File: config.mk
export PLATFORM = sky130hd
export DESIGN_NAME = lrup_scan
export DESIGN_NICKNAME = d
export VERILOG_FILES = /design/src/rtl/lrup_pkg.sv /design/src/rtl/lrup_scan.sv
export SDC_FILE = /design/constraint.sdc
export NUM_CORES = 1
export LEC_CHECK = 0
export ABC_CLOCK_PERIOD_IN_PS = 5600
export BUFFER_PORTS_ARGS = -buffer_cell sky130_fd_sc_hd__buf_2
export CORE_ASPECT_RATIO = 0.9
export CORE_MARGIN = 4
export CORE_UTILIZATION = 48
export DETAILED_ROUTE_END_ITERATION = 8
export PLACE_DENSITY = 0.91
export RECOVER_POWER = 25
export SETUP_SLACK_MARGIN = 0.3
export SLEW_MARGIN = 15
export SYNTH_ARGS = -nofsm -noshare
export SYNTH_HDL_FRONTEND = slang
export SYNTH_SLANG_ARGS = --single-unit
export TNS_END_PERCENT = 50
File: constraint.sdc
create_clock -name clk -period 5.6 [get_ports clk]
set_input_delay 0.84 -clock clk [delete_from_list [all_inputs] [get_ports clk]]
set_output_delay 0.84 -clock clk [all_outputs]
set_load 0.02 [all_outputs]
File: src/rtl/lrup_pkg.sv
// ----------------------------------------------------------------------------
// lrup_pkg
// Shared constants, types and control bundles for the LRU page table.
// ----------------------------------------------------------------------------
package lrup_pkg;

  localparam int MAX_ENTRIES = 128;
  localparam int TIME_BITS   = 32;
  localparam int PAGE_BITS   = 16;

  // fixed port field widths
  localparam int PAGE_FIELD_W = 16;
  localparam int SLOT_FIELD_W = 7;
  localparam int HITS_W       = 32;
  localparam int CFG_W        = 8;

  localparam int IDX_W = (MAX_ENTRIES > 1) ? $clog2(MAX_ENTRIES) : 1;
  localparam int CNT_W = $clog2(MAX_ENTRIES + 1);
  localparam int MEM_W = PAGE_BITS + TIME_BITS;

  localparam logic [CFG_W-1:0] CFG_RESET = 8'd128;

  typedef logic [IDX_W-1:0]     idx_t;
  typedef logic [CNT_W-1:0]     cnt_t;
  typedef logic [PAGE_BITS-1:0] page_t;
  typedef logic [TIME_BITS-1:0] time_t;

  typedef enum logic [2:0] {
    S_IDLE  = 3'b001,
    S_SCAN  = 3'b010,
    S_WRITE = 3'b100
  } state_t;

  typedef struct packed {
    logic  start;
    page_t page;
    cnt_t  size;
  } scan_req_t;

  typedef struct packed {
    logic  done;
    logic  hit;
    logic  evict;
    idx_t  slot;
    page_t old_page;
  } scan_res_t;

endpackage

File: src/rtl/lrup_scan.sv
// ----------------------------------------------------------------------------
// lrup_scan
// Walks the active entries one per cycle: hit search, first empty entry and
// oldest timestamp are tracked in a single pass.
// ----------------------------------------------------------------------------
module lrup_scan (
  input  logic                                 clk,
  input  logic                                 rst_n,
  input  lrup_pkg::scan_req_t                  req,
  input  logic [lrup_pkg::MAX_ENTRIES-1:0]     valid_vec,
  output logic                                 rd_en,
  output lrup_pkg::idx_t                       rd_addr,
  input  logic [lrup_pkg::MEM_W-1:0]           rd_data,
  output lrup_pkg::scan_res_t                  res
);

  logic               busy_r,      busy_nxt;
  lrup_pkg::cnt_t     issue_r,     issue_nxt;
  logic               pend_r,      pend_nxt;
  lrup_pkg::idx_t     cmp_idx_r,   cmp_idx_nxt;
  logic               hit_r,       hit_nxt;
  lrup_pkg::idx_t     hit_idx_r,   hit_idx_nxt;
  logic               empty_r,     empty_nxt;
  lrup_pkg::idx_t     empty_idx_r, empty_idx_nxt;
  logic               old_any_r,   old_any_nxt;
  lrup_pkg::time_t    old_time_r,  old_time_nxt;
  lrup_pkg::idx_t     old_idx_r,   old_idx_nxt;
  lrup_pkg::page_t    old_page_r,  old_page_nxt;

  lrup_pkg::page_t    rd_page;
  lrup_pkg::time_t    rd_time;
  logic               done;
  logic               ent_valid;

  assign rd_page   = rd_data[lrup_pkg::MEM_W-1 -: lrup_pkg::PAGE_BITS];
  assign rd_time   = rd_data[lrup_pkg::TIME_BITS-1:0];
  assign ent_valid = valid_vec[cmp_idx_r];

  always_comb begin
    rd_en   = busy_r && !hit_r && (issue_r < req.size);
    rd_addr = issue_r[lrup_pkg::IDX_W-1:0];
    done    = busy_r && (hit_r || (!pend_r && (issue_r >= req.size)));

    busy_nxt      = busy_r;
    issue_nxt     = issue_r;
    pend_nxt      = rd_en;
    cmp_idx_nxt   = rd_addr;
    hit_nxt       = hit_r;
    hit_idx_nxt   = hit_idx_r;
    empty_nxt     = empty_r;
    empty_idx_nxt = empty_idx_r;
    old_any_nxt   = old_any_r;
    old_time_nxt  = old_time_r;
    old_idx_nxt   = old_idx_r;
    old_page_nxt  = old_page_r;

    if (rd_en) begin
      issue_nxt = issue_r + 1'b1;
    end

    // read data of a compare issued after a hit is dropped
    if (pend_r && !hit_r) begin
      if (ent_valid) begin
        if (rd_page == req.page) begin
          hit_nxt     = 1'b1;
          hit_idx_nxt = cmp_idx_r;
        end
        // strict less keeps the lowest index on ties
        if (!old_any_r || (rd_time < old_time_r)) begin
          old_any_nxt  = 1'b1;
          old_time_nxt = rd_time;
          old_idx_nxt  = cmp_idx_r;
          old_page_nxt = rd_page;
        end
      end else if (!empty_r) begin
        empty_nxt     = 1'b1;
        empty_idx_nxt = cmp_idx_r;
      end
    end

    if (done) begin
      busy_nxt = 1'b0;
    end

    if (req.start) begin
      busy_nxt    = 1'b1;
      issue_nxt   = '0;
      pend_nxt    = 1'b0;
      hit_nxt     = 1'b0;
      empty_nxt   = 1'b0;
      old_any_nxt = 1'b0;
    end
  end

  always_ff @(posedge clk) begin
    if (!rst_n) begin
      busy_r    <= 1'b0;
      pend_r    <= 1'b0;
      hit_r     <= 1'b0;
      empty_r   <= 1'b0;
      old_any_r <= 1'b0;
      issue_r   <= '0;
    end else begin
      busy_r    <= busy_nxt;
      pend_r    <= pend_nxt;
      hit_r     <= hit_nxt;
      empty_r   <= empty_nxt;
      old_any_r <= old_any_nxt;
      issue_r   <= issue_nxt;
    end
  end

  always_ff @(posedge clk) begin
    cmp_idx_r   <= cmp_idx_nxt;
    hit_idx_r   <= hit_idx_nxt;
    empty_idx_r <= empty_idx_nxt;
    old_time_r  <= old_time_nxt;
    old_idx_r   <= old_idx_nxt;
    old_page_r  <= old_page_nxt;
  end

  always_comb begin
    res.done     = done;
    res.hit      = hit_r;
    res.evict    = !hit_r && !empty_r;
    res.old_page = old_page_r;
    if (hit_r) begin
      res.slot = hit_idx_r;
    end else if (empty_r) begin
      res.slot = empty_idx_r;
    end else begin
      res.slot = old_idx_r;
    end
  end

endmodule
Word-level counts from Yosys, hierarchy flattened --
Cells that the tools add are included.
Word-level totals: output and inout port bits 34, register bits 89, bits of input ports 203, word-level logic and storage cells 45
Operators by class: mux-type cells 6, magnitude comparators 4, reductions and logical operators 18, bitwise logic cells 3, add/sub/neg operators 1, equality and inequality tests 1
Operators with widths (count):
- < comparator 32 bit | 1
- equality test 16 bit | 1
- two-way mux 7 bit | 2
- AND reduction 3 bit | 3
- adder 8 x 1 -> 8 bit, second input constant | 1
- >= comparator 8 bit | 1
- < comparator 7 x 8 -> 1 bit, second input constant | 1
- < comparator 8 bit | 1
- binary-select mux 1 bit (select 7 bit) | 1
- logical AND 1 bit | 6
- zero test 1 bit | 4
- two-way mux 1 bit | 3
- inverter 1 bit | 3
- logical OR 1 bit | 2
- AND reduction 2 bit | 1
- nonzero test 2 bit | 1
- OR reduction 2 bit | 1

Logic depth before layout (Yosys ltp) --
word-level depth 6, gate-level depth with buffers 10, depth with buffers taken out 9

Worst setup path after synthesis --
Ideal clock, no wire load.
path type input to register, from input port rd_data[25] (netlist name), to register old_idx_r[0] (enable), data arrival time 4.347 ns, data required time 5.138 ns, path buffers 0, slack 0.791 ns, cell stages on the path 8, setup time 0.462 ns, path through ha_1 > a21o_1 > a21o_1 > a21oi_1 > o21ai_0 > a2111oi_0 > a21oi_1 > a211oi_2
On the way: longest elaborated chain between the ends 3
RTL lines:
- from (decl) | line lrup_scan.sv:13 | input logic [lrup_pkg::MEM_W-1:0] rd_data,
- < comparator 32 bit | line lrup_scan.sv:69 | if (!old_any_r || (rd_time < old_time_r)) begin
- logical OR 1 bit | line lrup_scan.sv:69
- AND reduction 3 bit (no line)
- to (signal assigned) | line lrup_scan.sv:118 | old_idx_r <= old_idx_nxt;
- to (decl) | line lrup_scan.sv:27 | lrup_pkg::idx_t old_idx_r, old_idx_nxt;
Every way passes these cells. A chain may end at the register's enable or synchronous reset.

Final worst setup path --
from register cmp_idx_r[2], to register old_page_r[15] (enable)
On the way: longest elaborated chain between the ends 3
RTL lines:
- from (decl) | line lrup_scan.sv:20 | lrup_pkg::idx_t cmp_idx_r, cmp_idx_nxt;
- from (signal assigned) | line lrup_scan.sv:114 | cmp_idx_r <= cmp_idx_nxt;
- binary-select mux 1 bit (select 7 bit) | line lrup_scan.sv:37 | assign ent_valid = valid_vec[cmp_idx_r];
- two-way mux 1 bit (implied by the code) | line lrup_scan.sv:37
- AND reduction 3 bit (no line)
- to (signal assigned) | line lrup_scan.sv:119 | old_page_r <= old_page_nxt;
- to (decl) | line lrup_scan.sv:28 | lrup_pkg::page_t old_page_r, old_page_nxt;
Every way passes these cells. The select of a mux whose other input is x is not followed.

==> results.toml <==
[clock_network]
cts_buffer_depth = 2
clk_latency_ns = 0.33
post_cts_buffers = 0
root_buffer = "clkbuf_16"
cts.sinks = 89
cts_tree = "done"
h-tree-depth = 3
cts_inserted_buffers = 9
clk_pin_slew_ns = 0.06
ctsResizeCount = 0
hold_buffers = 0

[synthesis]
async_flop_share_pct = 0
synthMuxAreaShare_pct = 16.9
synth_common_cells = "edfxtp_1, inv_1, ha_1, a21oi_1, mux2i_1"
yosys.area.top_type = "edfxtp_1"
synth-seq-cells = 89
netlist.area_leader.share_pct = 38.7
synth_ff_type = "edfxtp_1"
netlist_area_sq_mm = 0.00535
synthTopCellsByArea = "edfxtp_1, ha_1, mux4_2"
synth_top_family_by_area = "multiplexers"
ys_types = 49
ys_seq_area_share_pct = 46.2
synthAdderAreaFrac_pct = 9.35
yosys.area_share.simple_pct = 7.88
syn_nets = 672
synth_xor_area_share_pct = 3.11
synth_warnings = 0
synth_most_common_cell = "edfxtp_1"
synth_area_per_cell_sq_um = 12.5
synth-compound-area-share_pct = 9.71
synth-edff-count = 69
syn_inst = 429

[routing]
dr.pass1.iters = 5
totalWireLength_mm = 14.1
dr_wl_met2_mm = 7.35
post_drt_wl_per_cell_microns = 17.4
drt_iter0_drc = 353
final_antenna_net_count = 0
top_layer_used = "met4"
vias_per_cell = 5.42
route.met3.wl_microns = 936
drc = 0
vias = 4394
wirelength_met1_mm = 5.56

[global_route]
grt_max_degree = 56
grt_usage_pct = 21.3
grt_pass1_wl_mm = 21.8
antenna_found_initial = 1
grt_pass1_vias = 4529
overflow = 0

[pwr]
ir_drop_mv = 0.139
power.density_mw_per_mm2 = 215
power.leakage_nw = 2.92

[sta]
fin_crit_ns = 3.78
worstMarginPinSlew_ns = 1.08
setup_slack_ns = 1.82
fin_crit_sh_pct = 67.5
maxSlewViolCount = 0
hold_violations = 0
slew_headroom_pct = 27.8
holdWs_ns = 0.414
max_freq_mhz = 265
setup_violations = 0
rsz0062_at_grt = "false"
setup-tns-final_ns = 0
fin_skew_ns = 0.0107

[cells_and_area]
post_route_cells_drive_above_1_share_pct = 38.7
fin_cells = 810
area_growth_pct = 26.9
fillCellCount = 852
nNetsFinal = 895

[setup_path]
crit_chain = "mux4_2 -> mux2i_1 -> o2111ai_1 -> a21oi_1 -> a311oi_2 -> o21bai_2 -> a211oi_4 -> buf_4"
critical_path.max_fanout = 55
worst-path-buf-inv = 1
required_ns = 5.56
cpMaxStageDelayCell = "dfxtp_1"
worstPathArrival_ns = 3.74
cp_slowest_stage_delay_ns = 1.04
critical-path-top-delay-family = "compound AO/OA/AOI/OAI gates"
start_kind = "flip-flop"
path_class = "reg -> reg"
worstSetupEndpointType = "flip-flop"

[placed_design]
placed_cells = 793
dp_slack_ns = 1.78
finalWeightedCongestion = 0.880
hpwl_mm = 11.4
port_buffers = 236

[floorplan]
initial_core_util_pct = 49.3
die_h_microns = 108
die_w_microns = 119
rows = 36
core_area_sq_mm = 0.0109
num_io_pins = 237
dieArea_sq_mm = 0.0129

[run_status]
outcome = "finished clean"

[job]
drv_cap = 0

[min_path]
hp-class = "reg -> reg"
## registers in the layout, indices dropped and copies added (netlist names)
name         flops
pend_r           1
old_page_r      16
old_any_r        1
busy_r           1
old_idx_r        7
empty_idx_r      7
old_time_r      32
hit_r            1
empty_r          1
hit_idx_r        7
issue_r          8
cmp_idx_r        7
## power by group
group	switching [mW]	internal [mW]	total, mW
Clock	0.245	0.300	0.545
Combinational	0.0824	0.105	0.188
Sequential	0.00864	0.719	0.728
Total	0.336	1.12	1.46
## worst paths after layout
kind,startpoint,cells past startpoint,endpoint,slack (ns)
hold reg to reg,issue_r[0],0,cmp_idx_r[0],0.41
setup reg to reg,cmp_idx_r[2],8,old_page_r[15],1.82
hold / removal,issue_r[0],0,cmp_idx_r[0],0.41
setup / recovery,cmp_idx_r[2],8,old_page_r[15],1.82
## layer usage
metal	vias up	track usage, %
li1	2072	-
met1	2118	27.0
met2	182	36.7
met3	22	4.97
met4	0	5.96
met5	-	0
## kinds of logic after synthesis
logic type / after synthesis
multiplexers: 52
flip-flops: 89
buffers and inverters: 71
AND/OR/NAND/NOR: 81
AO/OA/AOI/OAI: 77
XOR/XNOR: 19
adder cells (fa/ha/maj): 40
## final cells by class
| type | count | area (sq um) | share of cell area [%] |
|---|---|---|---|
| multi-input cells | 269 | 2530 | 37.2 |
| clock buffers | 9 | 225 | 3.32 |
| flip-flops and latches | 89 | 2470 | 36.4 |
| well taps | 152 | 190 | 2.80 |
| diodes | 1 | 2.50 | 0.0368 |
| clock inverters | 7 | 46.3 | 0.682 |
| repair buffers | 238 | 1160 | 17.1 |
| inverters | 45 | 169 | 2.49 |
## through the flow
stage | instance area [sq um] | util [%] | power, mW
2_1_floorplan | 5350 | - | 0.835
3_3_place_gp | 6550 | 60.3 | 0.921
3_5_place_dp | 6550 | 60.3 | 0.932
4_1_cts | 6820 | 62.8 | 1.48
5_1_grt | 6790 | 62.6 | 1.53
6_report | 6790 | 62.6 | 1.46
## cells in the final DEF, fill, tap and decap left out, drive strengths merged, types with 4 or more instances in the layout
master and count:
a21oi 21, nand3 8, nor2 12, nor2b 5, ha 40, o21a 6
mux2i 21, clkbuf 39, nand4 12, edfxtp 69, o21ai 18, dfxtp 20
clkinv 4, inv 46, or3 5, buf 208, xor2 18, nand2 19
mux4 28, a21o 8, nor4 7
Note: power is estimated with default switching activity, not from simulation.
