<file path="src/rtl/lrup_ram.sv">
// ----------------------------------------------------------------------------
// lrup_ram
// Generic simple dual-port RAM, one write and one registered read port.
// ----------------------------------------------------------------------------
module lrup_ram #(
  parameter int WIDTH = 8,
  parameter int DEPTH = 16
) (
  input  logic                                     clk,
  input  logic                                     we,
  input  logic [((DEPTH > 1) ? $clog2(DEPTH) : 1)-1:0] waddr,
  input  logic [WIDTH-1:0]                         wdata,
  input  logic                                     re,
  input  logic [((DEPTH > 1) ? $clog2(DEPTH) : 1)-1:0] raddr,
  output logic [WIDTH-1:0]                         rdata
);

  logic [WIDTH-1:0] mem [DEPTH];
  logic [WIDTH-1:0] rdata_r;

  always_ff @(posedge clk) begin
    if (we) begin
      mem[waddr] <= wdata;
    end
    if (re) begin
      rdata_r <= mem[raddr];
    end
  end

  assign rdata = rdata_r;

endmodule

</file>
<file path="config.mk">
export PLATFORM = sky130hd
export DESIGN_NAME = lrup_ram
export DESIGN_NICKNAME = d
export VERILOG_FILES = /design/src/rtl/lrup_ram.sv
export SDC_FILE = /design/constraint.sdc
export NUM_CORES = 1
export LEC_CHECK = 0
export ABC_AREA = 1
export BUFFER_PORTS_ARGS = -buffer_cell sky130_fd_sc_hd__buf_2
export CAP_MARGIN = 20
export CORE_AREA = 3 3 89 125
export DETAILED_ROUTE_END_ITERATION = 10
export DIE_AREA = 0 0 92 128
export PLACE_DENSITY = 0.75
export RECOVER_POWER = 25
export SKIP_LAST_GASP = 1
export SLEW_MARGIN = 10
export SYNTH_ARGS = -nofsm -noshare
export SYNTH_HDL_FRONTEND = slang
export SYNTH_SLANG_ARGS = --single-unit
</file>
<file path="constraint.sdc">
create_clock -name clk -period 1.4 [get_ports clk]
set_input_delay 0.28 -clock clk [delete_from_list [all_inputs] [get_ports clk]]
set_output_delay 0.28 -clock clk [all_outputs]
set_load 0.02 [all_outputs]
</file>
# == After elaboration in Yosys (flattened, before gate mapping) ==
# Memory sizes are Yosys's and may differ from the RTL's. A register that Yosys moved wholly into a read port is not among the register bits.
# Index checks and enable logic that the tools add are counted.
# word_totals
regBits,0
in_bits,19
ramBits,128
memories,1
# classes
n_mux,2
# mem_list
name,depth,width,rd,rd_clocked_by_memory_dff,wr,line,rtl
mem,16,8,1,1,1,18,logic [WIDTH-1:0] mem [DEPTH];
# ops
operator,count
2-to-1 mux 1 bit,2

# == Depth between registers and ports, before layout ==
# Gate-level depths: netlist of the first run.
# logic_depth
ltp_word,2
depth_mapped,8

# == Worst setup path after synthesis of the first run ==
# No wires, ideal clock.
# synth_timing
kind,input-to-reg
from,in waddr[2] (netlist bit)
to,mem mem[10][0] (enable)
path_buffers,0
path_slack_ns,0.169
setup_time_ns,0.370
arrival_time_ns,0.861
cell_stages,2
cell_sequence,nand3b_1 > nor2_1
# synth_rtl
item,line,rtl
from (decl),11,"input logic [((DEPTH > 1) ? $clog2(DEPTH) : 1)-1:0] waddr,"
to (decl),18,
# Straight into the memory's write port.

# == Final worst setup path of the first run ==
# layout_timing
from,"reg rdata_r[4] (netlist: rdata[4]), read port of mem"
to,out rdata[4]
# layout_rtl
item,line,rtl
from (decl),19,logic [WIDTH-1:0] rdata_r;
to (decl),15,output logic [WIDTH-1:0] rdata
# No word-level cell between the ends.

==> impl_metrics.toml, run 1 <==
[global_route]
grt_pass1_vias = 3870
grt_pass1_wl_um = 20200
grt_max_degree = 49
gr-usage-all-layers_pct = 23.4
antenna_found_initial = 0
grt_remaining_overflow = 0

[critical_path]
r2r_start = "mem[9][6]"
r2r_cells = 6
r2r-end = "rdata[6]"
required_ps = 1120
arrival_ps = 1000
critPathTopFamily = "flip-flops"
crit_path_cell_trace = "buf_2"
crit_buf_inv = 1
critPathMaxFanout = 1
worstSetupPathType = "reg -> out"
cp-end-kind = "output pin"
cpPeakStageDelay_ps = 410
critPathSlowestCell = "edfxtp_1"
cp-start-kind = "flop"
r2r_setup_slack_ps = 230

[synthesis]
synth_common_cells = "nand2_1, edfxtp_1, inv_1"
synth_compound_area_share_pct = 0
avgSynthCellArea_um2 = 10.6
synth_xor_area_share_pct = 0
synth_simple_gate_area_share_pct = 20.8
ys.flop_type = "edfxtp_1"
synth-adder-area-share_pct = 0
ys_seq_area_share_pct = 69.8
synth_top_family_by_area = "simple AND/OR/NAND/NOR gates"
yosys_warnings = 0
yosys_register_bits = 136
syn_inst = 551
synth_mux_area_share_pct = 0
yosysMostFrequentCell = "nand2_1"
async_flop_share_pct = 0
syn-num-nets = 570
synth_area_leaders = "edfxtp_1, nand2_1, nand3_1"
synth_top_area_share_pct = 69.8
synth-edff-count = 136
mappedNetlistArea_mm2 = 0.00585
synth_top_area_cell = "edfxtp_1"
synthDistinctLibCells = 11

[drt]
wl_um = 12900
antenna_left = 0
drtIter0Drc = 353
vias = 3890
firstDrtPassIters = 5
viasPerCell = 5.21
drc = 0
wl_per_cell_um = 17.3

[floorplan]
initial_utilization_pct = 58.4
die_w_um = 92
core_area_mm2 = 0.0100
die_h_um = 128
rows = 43
ios = 27
dieArea_mm2 = 0.0118

[clock_tree]
cts_hold_buf = 0
cts_max_path_buffers = 2
path_clk_slew_ps = 60
htree_num_levels = 4
cts_tree = "built"
post_cts_buffers = 0
cts_resized = 0
clock-sinks = 136
cts_made_buffers = 17
clock_latency_ps = 410
root_buffer = "clkbuf_16"

[sta]
setup_tns_ps = 0
tightestPinTransition_ps = 876
layout_setup_ws_ps = 121
finalSetupViolCount = 0
finalCritPeriodShare_pct = 91.4
maxSlewViolCount = 0
rsz0062_at_grt = "false"
finClkSkew_ps = 3.99
hold_viol = 0
relSlewSlack_pct = 41.6
timing.fmax_ghz = 0.782
min_period_ps = 1280

[min_path]
hold_class = "in -> reg"
holdPathEnd = "mem[13][6]"
whs_path_depth = 1
worstHoldStart = "wdata[6]"

[final_layout]
stdcell_count = 746
nets = 617
drive_gt1_share_pct = 12.6
utilization_pct = 68.6
fillers = 748
antennaDiodeCount = 0
area_delta_synth_final_pct = 17.4

[placement]
post-dp-hpwl_um = 7880
place_congestion = 0.817
dp_cells = 714
port_buffers = 26
dp_slack_ps = -123

[power]
max-vdd-ir-drop_uv = 1890
p_leak_nw = 2.98
pwr_density_cell_mw_per_mm2 = 1470
finalPower_mw = 10.1

[run]
max_cap_violations = 0

[outcome]
run_status = "complete, no violations"
routing by layer:
layer / global-route usage (%) / routed length, um / vias to the layer above
li1: - / - / 1877
met1: 28.9 / 5270 / 1839
met2: 39.5 / 6640 / 143
met3: 4.82 / 625 / 31
met4: 11.0 / 342 / 0
met5: 0 / 0 / -
area by class of cell:
| cell class | instances | area, um^2 | share of cell area [%] |
|---|---|---|---|
| Clock buffer | 17 | 425 | 6.20 |
| Tap cell | 135 | 169 | 2.46 |
| Inverter | 102 | 383 | 5.58 |
| Timing Repair Buffer | 52 | 355 | 5.18 |
| Sequential cell | 136 | 4080 | 59.5 |
| Clock inverter | 15 | 231 | 3.37 |
| Multi-Input combinational cell | 289 | 1210 | 17.7 |
state kept, by name, summed over array words and instances (netlist names):
register,count
mem,128
rdata,8
kinds of logic after synthesis:
kind of cell,Yosys count
DFF,136
and+or+nand+nor,289
buffers and inverters,126
cells in the final DEF, fill, tap and decap left out:
| cell | n |
|---|---|
| clkinv_1 | 3 |
| nand3b_1 | 2 |
| buf_12 | 3 |
| clkinv_4 | 2 |
| clkbuf_16 | 17 |
| clkbuf_1 | 6 |
| inv_2 | 2 |
| bufinv_16 | 6 |
| buf_4 | 23 |
| nand2_1 | 173 |
| inv_1 | 100 |
| clkinv_2 | 3 |
| buf_2 | 20 |
| clkinvlp_4 | 1 |
| nand3_1 | 97 |
| edfxtp_1 | 136 |
| nor2_1 | 17 |
power by group:
part | leakage, nW | switching (mW) | internal, mW
logic | 1.43 | 0.415 | 0.173
clock network | 0.319 | 1.58 | 3.31
registers | 1.24 | 0.0247 | 4.59
worst max-delay path by stage:
| stage | cells past startpoint | slack, ps | start | endpoint |
|---|---|---|---|---|
| floorplan | 2 | 170 | waddr[2] | mem[10][0] |
| global placement | 6 | -100 | raddr[1] | rdata[0] |
| detailed placement | 6 | -120 | raddr[1] | rdata[0] |
| CTS | 1 | 110 | rdata[4] | rdata[4] |
| global route | 1 | 80 | rdata[4] | rdata[4] |
| finish | 1 | 120 | rdata[4] | rdata[4] |
per-stage QoR:
| step | hold slack [ps] | cell area, um^2 |
|---|---|---|
| floorplan | 379 | 5850 |
| global placement | 656 | 6210 |
| detailed placement | 659 | 6210 |
| CTS | 232 | 6870 |
| global route | 308 | 6860 |
| finish | 305 | 6860 |
(Power assumes the default switching activity.)
==> inputs of run 2 (changes only) <==
Settings changed: CORE_AREA 3 3 89 125 to 3 3 88 123, DIE_AREA 0 0 92 128 to 0 0 91 126, PLACE_DENSITY 0.75 to 0.77.
==> impl_metrics.toml, run 2 (same netlist as run 1, synthesis figures left out) <==
[placement]
post-dp-hpwl_um = 8130
post_dp_cell_area_mm2 = 0.00620
place_congestion = 0.866
dp_cells = 712
port_buffers = 26
dp_slack_ps = -127

[critical_path]
critPathSlowestCell = "edfxtp_1"
startpoint = "rdata[4]"
cp-end-kind = "output pin"
arrival_ps = 990
r2r_start = "mem[12][7]"
r2r_setup_slack_ps = 180
crit_path_cell_trace = "buf_2"
critPathMaxFanout = 1
required_ps = 1120
cp-start-kind = "flop"
cpPeakStageDelay_ps = 400
crit_buf_inv = 1
critPathTopFamily = "flip-flops"
worstSetupPathType = "reg -> out"

[floorplan]
die_h_um = 126
rows = 43
core_area_mm2 = 0.00990
dieArea_mm2 = 0.0115
initial_utilization_pct = 59.1
ios = 27
die_w_um = 91

[global_route]
antenna_found_initial = 0
grt_remaining_overflow = 0
grt_pass1_vias = 3862
grt_max_degree = 47
grt_pass1_wl_um = 20600
gr-usage-all-layers_pct = 24.6

[drt]
drtIter0Drc = 363
firstDrtPassIters = 5
vias = 3984
drc = 0
antenna_left = 0
viasPerCell = 5.35
wl_um = 13200
wl_per_cell_um = 17.8

[outcome]
run_status = "complete, no violations"

[final_layout]
drive_gt1_share_pct = 12.0
nets = 615
antennaDiodeCount = 0
area_delta_synth_final_pct = 17.1
fillers = 717
final_area_mm2 = 0.00685
final_cell_mix = "nand2_1, edfxtp_1, inv_1, nand3_1, buf_4"
stdcell_count = 744
regMostFlops = "mem"
layout_commonest_cell = "nand2_1"
largest_reg_flops = 128

[sta]
min_period_ps = 1270
finalSetupViolCount = 0
timing.fmax_ghz = 0.785
maxSlewViolCount = 0
whs_ps = 287
finalCritPeriodShare_pct = 91.0
relSlewSlack_pct = 44.0
finClkSkew_ps = 5.54
setup_tns_ps = 0
hold_viol = 0
rsz0062_at_grt = "false"
layout_setup_ws_ps = 126
tightestPinTransition_ps = 840

[run]
max_cap_violations = 0

[clock_tree]
clock_latency_ps = 420
clock-sinks = 136
cts_max_path_buffers = 2
root_buffer = "clkbuf_16"
cts_hold_buf = 0
cts_resized = 0
cts_made_buffers = 17
cts_tree = "built"
htree_num_levels = 4
post_cts_buffers = 0
path_clk_slew_ps = 60

[power]
cellInternalPower_mw = 8.08
max-vdd-ir-drop_uv = 990
power_frac_seq_pct = 45.5
combPwrFrac_pct = 5.8
clockPowerShare_pct = 48.8
pwr_density_cell_mw_per_mm2 = 1480
switching_share_pct = 20.4
p_sw_mw = 2.07
p_leak_nw = 2.97

[min_path]
worstHoldStart = "wdata[5]"
hold_class = "in -> reg"
run 2: power by group through the flow:
stage               clock network, mW  logic [mW]  registers (mW)
floorplan                           0       0.322            4.72
global placement                    0       0.569            4.70
detailed placement                  0       0.581            4.70
CTS                              4.98       0.588            4.62
global route                     5.13       0.642            4.62
finish                           4.95       0.585            4.62
run 2: cell type report:
class | count | area, um^2 | share of cell area [%]
clock buffer | 18 | 429 | 6.27
clock inverter | 14 | 228 | 3.33
inverter | 102 | 383 | 5.59
multi-input combinational | 289 | 1210 | 17.7
sequential | 136 | 4080 | 59.7
tap | 135 | 169 | 2.47
timing repair buffer | 50 | 339 | 4.95
run 2: metal layers:
metal / track usage, % / wire length, um / part of all wire (%)
met5: 0 / 0 / 0
met4: 13.1 / 570 / 4.3
met2: 40.8 / 6730 / 51
met1: 29.4 / 5020 / 38
met3: 6.27 / 936 / 7.1
run 2: path summary, 6_finish.rpt:
check / to / cells after the start
worst max-delay path: rdata[4] / 1
worst max register to register: rdata[7] / 6
worst min-delay path: mem[9][5] / 1
worst min register to register: rdata[2] / 6
run 2: metrics by stage:
stage | util [%] | power, mW
2_1_floorplan | - | 5.04
3_3_place_gp | 62.6 | 5.27
3_5_place_dp | 62.6 | 5.28
4_1_cts | 69.2 | 10.2
5_1_grt | 69.1 | 10.4
6_report | 69.1 | 10.2
==> inputs of run 3 (changes only) <==
Settings changed: ABC_AREA 1 to default, CORE_AREA 3 3 88 123 to 3 3 83 117, DIE_AREA 0 0 91 126 to 0 0 86 120.
==> impl_metrics.toml, run 3 <==
[sta]
tightestPinTransition_ps = 998
whs_ps = 242
maxSlewViolCount = 0
hold_viol = 0
setup_tns_ps = -78.6
layout_setup_ws_ps = -48.9
finalCritPeriodShare_pct = 103
timing.fmax_ghz = 0.690
finClkSkew_ps = 4.50
finalSetupViolCount = 3
min_period_ps = 1450
relSlewSlack_pct = 33.2
rsz0062_at_grt = "true"

[clock_tree]
clock_latency_ps = 400
htree_num_levels = 4
cts_tree = "built"
root_buffer = "clkbuf_16"
cts_max_path_buffers = 2
path_clk_slew_ps = 50
clock-sinks = 136
cts_made_buffers = 17
cts_hold_buf = 0

[final_layout]
nets = 310
antennaDiodeCount = 0
drive_gt1_share_pct = 39.5
regMostFlops = "mem"
area_delta_synth_final_pct = 19.8
largest_reg_flops = 128
stdcell_count = 411
final_area_mm2 = 0.00626
final_cell_mix = "edfxtp_1, mux4_2, buf_4, buf_2, clkbuf_16"
layout_commonest_cell = "edfxtp_1"

[placement]
dp_slack_ps = -369
post_dp_cell_area_mm2 = 0.00568
port_buffers = 26
place_congestion = 0.804
dp_cells = 379
post-dp-hpwl_um = 6390

[synthesis]
synthDistinctLibCells = 18
avgSynthCellArea_um2 = 22.8
synth-edff-count = 136
syn-num-nets = 248
ys_seq_area_share_pct = 78.1
async_flop_share_pct = 0
synth_common_cells = "edfxtp_1, mux4_2, a22oi_1"
yosys_warnings = 0
yosys_register_bits = 136
yosysMostFrequentCell = "edfxtp_1"
ys.flop_type = "edfxtp_1"
mappedNetlistArea_mm2 = 0.00523
synth_top_area_cell = "edfxtp_1"
syn_inst = 229
synth_top_area_share_pct = 78.1
synth_area_leaders = "edfxtp_1, mux4_2, mux4_1"

[critical_path]
r2r-end = "rdata[4]"
worstSetupPathType = "reg -> reg"
cp-end-kind = "flop"
arrival_ps = 1590
cp-start-kind = "flop"
cpPeakStageDelay_ps = 500
critPathMaxFanout = 1
r2r_cells = 3
crit_path_cell_trace = "mux4_2 -> a22oi_2 -> nand2_1"
r2r_start = "mem[3][4]"
required_ps = 1540
critPathSlowestCell = "mux4_2"
r2r_setup_slack_ps = -50

[power]
power_frac_seq_pct = 50.4
p_sw_mw = 1.78
combPwrFrac_pct = 5.4
max-vdd-ir-drop_uv = 1010
switching_share_pct = 19.4
pwr_density_cell_mw_per_mm2 = 1460
clockPowerShare_pct = 44.1
p_leak_nw = 2.08
cellInternalPower_mw = 7.38

[global_route]
grt_pass1_wl_um = 15800
antenna_found_initial = 0
gr-usage-all-layers_pct = 22.1
grt_pass1_vias = 2746
grt_remaining_overflow = 0
grt_max_degree = 27

[drt]
vias = 2541
drc = 0
viasPerCell = 6.18
firstDrtPassIters = 4
antenna_left = 0
wl_um = 10300
wl_per_cell_um = 25.2
drtIter0Drc = 230

[floorplan]
die_h_um = 120
initial_utilization_pct = 58.9
core_area_mm2 = 0.00887
rows = 41
ios = 27
die_w_um = 86
dieArea_mm2 = 0.0103

[min_path]
hold_class = "in -> reg"
whs_path_depth = 1
holdPathEnd = "rdata[2]"
worstHoldStart = "re"

[outcome]
run_status = "finished, violations left"
violations = "negative setup slack"

[run]
max_cap_violations = 0
[run 3: cell count changes in the layout (fill, tap and decap cells not counted), sizes merged, moves of 4 or more]
| cell | previous run | this run |
|---|---|---|
| inv | 103 | 0 |
| mux4 | 0 | 32 |
| nor2 | 17 | 13 |
| a22oi | 0 | 16 |
| bufinv | 6 | 2 |
| nor3 | 0 | 4 |
| nand3 | 97 | 1 |
| buf | 43 | 47 |
| nand2 | 173 | 9 |
[run 3: worst max-delay path by stage]
stage	from	endpoint	slack, ps	cells after the start
finish	mem[3][4]	rdata[4]	-50	3
global placement	raddr[0]	rdata[2]	-360	5
floorplan	raddr[0]	rdata[2]	-100	5
global route	mem[1][4]	rdata[4]	-90	3
CTS	mem[0][7]	rdata[7]	-50	3
detailed placement	raddr[0]	rdata[2]	-370	5
[run 3: per-layer routing]
metal	routed length [um]	global-route usage, %
met1	3810	25.9
met2	5780	37.8
met3	533	6.59
met4	215	8.91
met5	0	0
[run 3: power groups by stage]
stage                     sequential, mW  clock (mW)  combinational (mW)
after floorplan                     4.72           0               0.254
after global placement              4.69           0               0.457
after detailed placement            4.70           0               0.472
after CTS                           4.62        4.10               0.490
after global routing                4.63        4.28               0.536
final                               4.62        4.04               0.499
[run 3: final cells by class]
class | instances | area, um^2
Sequential cell | 136 | 4080
Fill cell | 523 | 2610
Multi-Input combinational cell | 83 | 1100
Clock buffer | 20 | 437
Timing Repair Buffer | 53 | 400
Tap cell | 107 | 134
Clock inverter | 12 | 109
[run 3: kinds of logic (layout without fill, tap and decap cells)]
kind of cell	after synthesis	after routing	synth area share [%]
multiplexers	32	32	14.8
flip-flops	136	136	78.1
AO/OA/AOI/OAI	16	16	2.30
buffers and inverters	10	85	1.65
AND/OR/NAND/NOR	35	35	3.14
[run 3: critical path, delay by kind of cell (launching register included)]
| family | cells | cell delay [ps] |
|---|---|---|
| and+or+nand+nor | 1 | 100 |
| AOI/OAI and AO/OA | 1 | 230 |
| DFF | 1 | 350 |
| muxes | 1 | 500 |
[run 3: repair_timing]
item | CTS | global route
pin swaps | 2 | 7
cloned | 0 | 0
resized for setup | 4 | 11
endpoints found under the setup margin | 8 | 8
buffers inserted | 0 | 0
[run 3: stage by stage]
step | total power, mW | utilization [%]
6_report | 9.16 | 70.6
5_1_grt | 9.44 | 70.6
4_1_cts | 9.21 | 70.3
3_5_place_dp | 5.17 | 64.0
3_3_place_gp | 5.15 | 64.0
2_1_floorplan | 4.97 | -
